<file path="src/rtl/grs_pkg.sv">
// Package for the group reverse stream block: word types for both channels,
// the shift control struct shared by the cell chain, and field widths.
// No dependencies.
`timescale 1ns / 1ps

package grs_pkg;

  localparam int unsigned VALUE_W      = 64;
  localparam int unsigned GROUP_SIZE_W = 5;

  typedef struct packed {
    logic signed [VALUE_W-1:0] value;
    logic                      is_final;
  } in_word_t;

  typedef struct packed {
    logic signed [VALUE_W-1:0] out_value;
    logic                      run_last;
    logic                      list_end;
  } out_word_t;

  // Push moves every cell one place away from the head and loads the new
  // value into the head. Pop moves every cell one place toward the head.
  typedef struct packed {
    logic push;
    logic pop;
  } grs_shift_t;

endpackage

</file>
<file path="src/rtl/grs_cell.sv">
// One storage cell of the group chain: holds a single element and loads it
// from either neighbor under the shared shift control.
// Depends on grs_pkg.
`timescale 1ns / 1ps

module grs_cell
  import grs_pkg::*;
(
  input  logic                      clk_i,
  input  grs_shift_t                shift_i,
  input  logic signed [VALUE_W-1:0] near_i,
  input  logic signed [VALUE_W-1:0] far_i,
  output logic signed [VALUE_W-1:0] value_o
);

  logic signed [VALUE_W-1:0] value_q;
  logic signed [VALUE_W-1:0] value_d;

  always_comb begin
    value_d = value_q;
    if (shift_i.push) begin
      value_d = near_i;
    end else if (shift_i.pop) begin
      value_d = far_i;
    end
  end

  always_ff @(posedge clk_i) begin
    value_q <= value_d;
  end

  assign value_o = value_q;

endmodule

</file>
<file path="src/rtl/grs_chain.sv">
// Row of grs_cell instances that holds the group being collected, newest
// element at the head, plus a read port for emitting in arrival order.
// Depends on grs_pkg and grs_cell.
`timescale 1ns / 1ps

module grs_chain
  import grs_pkg::*;
#(
  parameter int unsigned DEPTH = 16,
  parameter int unsigned IDX_W = $clog2(DEPTH)
) (
  input  logic                      clk_i,
  input  grs_shift_t                shift_i,
  input  logic signed [VALUE_W-1:0] push_value_i,
  input  logic        [IDX_W-1:0]   rd_idx_i,
  output logic signed [VALUE_W-1:0] head_value_o,
  output logic signed [VALUE_W-1:0] rd_value_o
);

  logic signed [VALUE_W-1:0] cell_value [DEPTH];

  for (genvar i = 0; i < DEPTH; i++) begin : g_cell
    logic signed [VALUE_W-1:0] near_value;
    logic signed [VALUE_W-1:0] far_value;

    if (i == 0) begin : g_head
      assign near_value = push_value_i;
    end else begin : g_body
      assign near_value = cell_value[i-1];
    end

    if (i == DEPTH - 1) begin : g_tail
      assign far_value = '0;
    end else begin : g_inner
      assign far_value = cell_value[i+1];
    end

    grs_cell u_cell (
      .clk_i   (clk_i),
      .shift_i (shift_i),
      .near_i  (near_value),
      .far_i   (far_value),
      .value_o (cell_value[i])
    );
  end

  assign head_value_o = cell_value[0];
  assign rd_value_o   = cell_value[rd_idx_i];

endmodule

</file>
<file path="src/rtl/group_reverse_stream_core.sv">
// Group reverse stream: collects input words into groups of group_size and
// emits each full group newest first; a trailing partial group leaves in
// arrival order. The input channel carries one element and a final mark per
// word; the output channel carries one reordered element per word, with
// run_last on the last word caused by an input word and list_end on the last
// word of the whole list. group_size is written through cfg_we_i/cfg_data_i;
// the user writes it only while the block is idle (not enforced by the block).
// 0 or 1 passes words through, values above MAX_GROUP act as MAX_GROUP.
// While a group is being collected one input word is taken every cycle. The
// word that completes a group (or carries the final mark) starts emission:
// the n held elements leave one per cycle from the cell chain while the
// output is not stalled, the first entering the output register once the
// state register has left collection; input is stalled until the last of
// them has left, so no new word is taken during emission, in pass-through
// too. Stalling the output holds the output register and pauses emission.
// Reset empties the group and clears group_size to 0; cell contents stay.
// Depends on grs_pkg and grs_chain.
`timescale 1ns / 1ps

module group_reverse_stream_core
  import grs_pkg::*;
#(
  parameter int unsigned MAX_GROUP = 16
) (
  input  logic                    clk_i,
  input  logic                    rst_ni,
  input  logic                    in_valid_i,
  output logic                    in_stall_o,
  input  in_word_t                in_word_i,
  output logic                    out_valid_o,
  input  logic                    out_stall_i,
  output out_word_t               out_word_o,
  input  logic                    cfg_we_i,
  input  logic [GROUP_SIZE_W-1:0] cfg_data_i
);

  localparam int unsigned CNT_W = $clog2(MAX_GROUP + 1);
  localparam int unsigned IDX_W = $clog2(MAX_GROUP);
  localparam int unsigned CMP_W = 8;

  localparam logic [1:0] ST_COLLECT = 2'd0;
  localparam logic [1:0] ST_REV     = 2'd1;
  localparam logic [1:0] ST_FWD     = 2'd2;

  logic [1:0]              state_q, state_d;
  logic [CNT_W-1:0]        cnt_q, cnt_d;
  logic                    final_q, final_d;
  logic [GROUP_SIZE_W-1:0] size_q, size_d;
  logic                    out_valid_q, out_valid_d;
  out_word_t               out_word_q, out_word_d;

  logic                      in_accept;
  logic                      out_free;
  logic                      emit;
  logic                      emit_last;
  grs_shift_t                shift;
  logic signed [VALUE_W-1:0] head_value;
  logic signed [VALUE_W-1:0] rd_value;
  logic        [IDX_W-1:0]   rd_idx;
  logic        [CMP_W-1:0]   size_w;
  logic        [CMP_W-1:0]   eff_size;
  logic        [CMP_W-1:0]   fill_next;
  logic        [CNT_W-1:0]   cnt_inc;

  assign in_stall_o = (state_q != ST_COLLECT);
  assign in_accept  = in_valid_i && !in_stall_o;
  assign out_free   = !out_valid_q || !out_stall_i;
  assign emit       = (state_q != ST_COLLECT) && out_free;
  assign emit_last  = (cnt_q == CNT_W'(1));

  // Sizes 0 and 1 both mean a group of one.
  assign size_w = CMP_W'(size_q);
  always_comb begin
    if (size_w < CMP_W'(2)) begin
      eff_size = CMP_W'(1);
    end else if (size_w > CMP_W'(MAX_GROUP)) begin
      eff_size = CMP_W'(MAX_GROUP);
    end else begin
      eff_size = size_w;
    end
  end

  assign cnt_inc   = cnt_q + CNT_W'(1);
  assign fill_next = CMP_W'(cnt_inc);

  assign shift.push = in_accept;
  assign shift.pop  = emit && (state_q == ST_REV);
  assign rd_idx     = IDX_W'(cnt_q - CNT_W'(1));

  grs_chain #(
    .DEPTH (MAX_GROUP),
    .IDX_W (IDX_W)
  ) u_chain (
    .clk_i        (clk_i),
    .shift_i      (shift),
    .push_value_i (in_word_i.value),
    .rd_idx_i     (rd_idx),
    .head_value_o (head_value),
    .rd_value_o   (rd_value)
  );

  always_comb begin
    state_d     = state_q;
    cnt_d       = cnt_q;
    final_d     = final_q;
    size_d      = size_q;
    out_valid_d = out_valid_q;
    out_word_d  = out_word_q;

    if (cfg_we_i) begin
      size_d = cfg_data_i;
    end

    if (!out_stall_i) begin
      out_valid_d = 1'b0;
    end

    if (in_accept) begin
      cnt_d   = cnt_inc;
      final_d = in_word_i.is_final;
      if (fill_next >= eff_size) begin
        state_d = ST_REV;
      end else if (in_word_i.is_final) begin
        state_d = ST_FWD;
      end
    end

    if (emit) begin
      out_valid_d          = 1'b1;
      out_word_d.run_last  = emit_last;
      cnt_d                = cnt_q - CNT_W'(1);
      case (state_q)
        ST_REV: begin
          out_word_d.out_value = head_value;
          out_word_d.list_end  = emit_last && final_q;
        end
        default: begin
          out_word_d.out_value = rd_value;
          out_word_d.list_end  = emit_last;
        end
      endcase
      if (emit_last) begin
        state_d = ST_COLLECT;
      end
    end
  end

  always_ff @(posedge clk_i or negedge rst_ni) begin
    if (!rst_ni) begin
      state_q     <= ST_COLLECT;
      cnt_q       <= '0;
      final_q     <= 1'b0;
      size_q      <= '0;
      out_valid_q <= 1'b0;
    end else begin
      state_q     <= state_d;
      cnt_q       <= cnt_d;
      final_q     <= final_d;
      size_q      <= size_d;
      out_valid_q <= out_valid_d;
    end
  end

  always_ff @(posedge clk_i) begin
    out_word_q <= out_word_d;
  end

  assign out_valid_o = out_valid_q;
  assign out_word_o  = out_word_q;

`ifndef SYNTHESIS
  // A word is loaded into the output register only during emission.
  a_no_load_in_collect: assert property (@(posedge clk_i) disable iff (!rst_ni)
    (state_q == ST_COLLECT) |=> !$rose(out_valid_q))
    else $error("output loaded while collecting");

  // The group never holds more than the chain can store.
  a_cnt_bound: assert property (@(posedge clk_i) disable iff (!rst_ni)
    cnt_q <= CNT_W'(MAX_GROUP))
    else $error("fill count beyond chain depth");

  // Emission always has at least one element left to send.
  a_emit_nonempty: assert property (@(posedge clk_i) disable iff (!rst_ni)
    (state_q != ST_COLLECT) |-> (cnt_q != '0))
    else $error("emitting from an empty group");

  // Each emitted word removes exactly one element from the group.
  a_emit_dec: assert property (@(posedge clk_i) disable iff (!rst_ni)
    emit |=> (cnt_q == $past(cnt_q) - CNT_W'(1)))
    else $error("fill count not decremented on emit");

  // The end of the list is always the end of a run.
  a_end_is_last: assert property (@(posedge clk_i) disable iff (!rst_ni)
    (out_valid_o && out_word_o.list_end) |-> out_word_o.run_last)
    else $error("list_end without run_last");
`endif

endmodule
</file>
<file path="config.mk">
export PLATFORM = sky130hd
export DESIGN_NAME = group_reverse_stream_core
export DESIGN_NICKNAME = d
export VERILOG_FILES = /design/src/rtl/grs_pkg.sv /design/src/rtl/grs_cell.sv /design/src/rtl/grs_chain.sv /design/src/rtl/group_reverse_stream_core.sv
export SDC_FILE = /design/constraint.sdc
export NUM_CORES = 2
export LEC_CHECK = 0
export BUFFER_PORTS_ARGS = -buffer_cell sky130_fd_sc_hd__buf_2
export CELL_PAD_IN_SITES_DETAIL_PLACEMENT = 0
export CELL_PAD_IN_SITES_GLOBAL_PLACEMENT = 1
export CORE_MARGIN = 2
export CORE_UTILIZATION = 55
export DETAILED_ROUTE_END_ITERATION = 7
export PLACE_DENSITY_LB_ADDON = 0.1
export SLEW_MARGIN = 15
export SYNTH_ARGS = -nofsm -noshare
export SYNTH_HDL_FRONTEND = slang
export SYNTH_SLANG_ARGS = --single-unit
</file>
<file path="constraint.sdc">
create_clock -name clk_i -period 119 [get_ports clk_i]
set_clock_uncertainty 0.15 [all_clocks]
set_input_delay 23.8 -clock clk_i [delete_from_list [all_inputs] [get_ports clk_i]]
set_output_delay 23.8 -clock clk_i [all_outputs]
set_load 0.03 [all_outputs]
</file>
==> results.yml <==
global_routing:
  grt_pass1_wl_um: 191800
  track_usage: 0.2350
  first_global_vias: 34640
  overflow: 0
  grt_max_degree: 226
  antenna_found_initial: 6
setup_path:
  r2r_cells: 7
  path_cells: "buf_2 > buf_4 > nand2_4 > o21ai_4 > buf_4 > buf_12 > buf_4"
  crit_top_cell: "buf_4"
  r2r-start: "state_q[0]"
  rrSetupSlack_ns: 113.82
  critPathBufInv: 5
  cpMaxStageDelayCell: "buf_4"
  cpPeakStageDelay_ns: 0.91
  cpLargestDelayFamily: "buffers and inverters"
  path_class: "primary input to flip-flop"
  path_depth: 7
  cp.arrival_ns: 27.95
  reg2reg_to: "u_chain.g_cell[10].u_cell.value_o[23]"
  crit_end: "u_chain.g_cell[10].u_cell.value_o[23]"
  path_max_fanout: 178
  worstPathRequired_ns: 119.17
  crit_start: "in_valid_i"
  cp-start-kind: "primary input"
  cp-end-kind: "flip-flop"
drt:
  vias: 35910
  wl_per_cell_um: 18.92
  routed_wl_um: 119800
  viasPerCell: 5.671
  drt_iter0_drc: 3870
  drt_pass1_iterations: 6
  route.detailed.drc: 0
  ant_nets: 0
floorplanning:
  rows: 115
  die_height_um: 317.9
  die_w_um: 317.9
  die_area_sq_um: 101100
  initial_core_util: 0.5530
  ios: 143
  coreArea_sq_um: 97990
clock_network:
  clkTransAtPathRegs_ns: 0.06
  clk_latency_ns: 0.71
  cts_tree: "built"
  clock_sinks: 1104
  h-tree-depth: 3
  numCtsBuffers: 120
  cts.repair.resized: 0
  cts_hold_buf: 0
  clockRootBuffer: "clkbuf_16"
  postCtsSetupRepairBufs: 0
  cts_buffer_depth: 3
power:
  seq_power_share: 0.425
  power.internal_mw: 1.293
  report.power.total_mw: 2.039
  power.density_nw_per_um2: 34.26
  p_leak_nw: 24.53
  netSwitchingPower_mw: 0.7462
  p_clk_frac: 0.188
  ir_drop_mv: 0.04273
  share_comb_of_total_power: 0.387
  netSwitchingFraction: 0.3660
timing:
  fmaxAchievable_mhz: 36.00
  worstMarginPinSlew_ns: 1.189
  slew_headroom: 0.2070
  rsz0062_at_grt: "no"
  final.setup.worst_slack_ns: 91.22
  hold_slack_ns: 0.3488
  slew_viol_final: 0
  setup_tns_ns: 0
  period_minus_slack_ns: 27.78
  hold_viol: 0
  setup_viol: 0
  post-route-period-util: 0.2334
finish:
  final_common_cell: "nand2_1"
  fillers: 8070
  multiInputGateArea_sq_um: 19630
  n_antenna_cell: 0
  final_cell_mix: "nand2_1, edfxtp_1, mux4_2, buf_2, clkbuf_16"
  drive_above_1_share: 0.1377
  seq_area_sq_um: 33090
  final-instance-count-excl-fill: 6333
  fin_nets: 5029
  syn_to_final_growth_pct: 9.838
placed_design:
  routabilityCongestion: 0.7318
  port_buffers: 142
  dpl.hpwl_um: 62850
  pre_cts_slack_ns: 90.50
  dp.cells: 6111
synthesis:
  syn_nets: 5038
  yosysWarnings: 0
  yosysSeqAreaShare: 0.6105
  ys_types: 33
  syn_area_sq_um: 54190
  synth_cells: 4955
  syn_area_per_cell_sq_um: 10.94
  synth_seq_cells: 1104
hold_path:
  hold_class: "flip-flop to flip-flop"
status:
  status: "finished clean"
flow_run:
  cap_violations: 0
-- synth_stat cells --
cell | instances | area share
nand2_1 | 2896 | 0.20
nor3_2 | 1 | 0.00018
nor4b_1 | 1 | 0.00016
and2_1 | 1 | 0.00012
buf_1 | 6 | 0.00042
mux4_2 | 256 | 0.11
dfrtp_1 | 14 | 0.0065
buf_2 | 152 | 0.014
o21ai_0 | 6 | 0.00055
o22ai_1 | 64 | 0.0074
a32o_1 | 1 | 0.00018
o31ai_1 | 1 | 0.00014
buf_4 | 16 | 0.0022
edfxtp_1 | 1090 | 0.60
a21oi_1 | 68 | 0.0063
a41oi_1 | 1 | 0.00016
a21oi_2 | 1 | 0.00016
nand3_1 | 2 | 0.00018
a22oi_1 | 2 | 0.00028
and3_1 | 64 | 0.0074
inv_1 | 6 | 0.00042
nor2_1 | 5 | 0.00035
mux2i_1 | 66 | 0.012
nor3_1 | 1 | 0.000092
clkbuf_1 | 135 | 0.0094
ha_1 | 8 | 0.0018
buf_6 | 13 | 0.0027
xnor2_1 | 5 | 0.00081
nand2b_1 | 1 | 0.00012
o22ai_2 | 1 | 0.00023
o21a_1 | 1 | 0.00014
mux2_2 | 68 | 0.014
xor2_1 | 2 | 0.00032
-- kinds of logic (layout without fill, tap and decap cells) --
family | after synthesis | after routing | share of synthesized area
simple gates | 2972 | 2972 | 0.2092
flops | 1104 | 1104 | 0.6105
mux | 390 | 390 | 0.1327
buf+inv | 328 | 419 | 0.02914
compound gates | 146 | 146 | 0.01552
fa+ha+maj | 8 | 8 | 0.001847
xor+xnor | 7 | 7 | 0.001131
-- stage by stage --
step | instance area, sq um | util
global route | 59520 | 0.6074
global placement | 55520 | 0.5666
floorplan | 54190 | -
CTS | 59520 | 0.6074
detailed placement | 55520 | 0.5666
finish | 59520 | 0.6074
-- metal layers --
metal | track usage | part of all wire
met1 | 0.3702 | 0.48
met2 | 0.3456 | 0.45
met3 | 0.03363 | 0.053
met4 | 0.05873 | 0.017
met5 | 0 | 0.00020
-- power groups by stage --
stage	Combinational (mW)	Clock (mW)	Sequential, mW
3_5_place_dp	0.798	0	0.870
6_report	0.790	0.382	0.867
4_1_cts	0.800	0.390	0.866
5_1_grt	0.871	0.405	0.893
3_3_place_gp	0.783	0	0.868
2_1_floorplan	0.595	0	1.33
-- registers in the layout, summed over array words and instances, names as in the netlist --
| signal | cells |
|---|---|
| cnt_q | 5 |
| state_q | 2 |
| out_word_o | 66 |
| u_chain.g_cell.u_cell.value_o | 1024 |
| out_valid_o | 1 |
| final_q | 1 |
| size_q | 5 |
-- area by class of cell --
cell class,instances,area share
Clock buffer,155,0.05528
Clock inverter,67,0.01194
Inverter,6,0.0003784
Multi-Input combinational cell,3523,0.3298
Sequential cell,1104,0.5559
Tap cell,1287,0.02705
Timing Repair Buffer,191,0.01965
-- tightest hold or removal path, cell delays in order (launching register included) --
cell,delay [ns]
dfrtp_1,0.35
nand2_1,0.05
nand2_1,0.06
-- worst min path at each step --
| stage | slack [ns] | end | depth (start not counted) | start |
|---|---|---|---|---|
| after floorplan | 0.30 | final_q | 2 | final_q |
| after global placement | 0.31 | final_q | 2 | final_q |
| after detailed placement | 0.34 | final_q | 2 | final_q |
| after CTS | 0.35 | final_q | 2 | final_q |
| after global routing | 0.40 | size_q[0] | 1 | size_q[0] |
| final | 0.35 | final_q | 2 | final_q |
No activity file was read; power rests on OpenSTA's default activity.
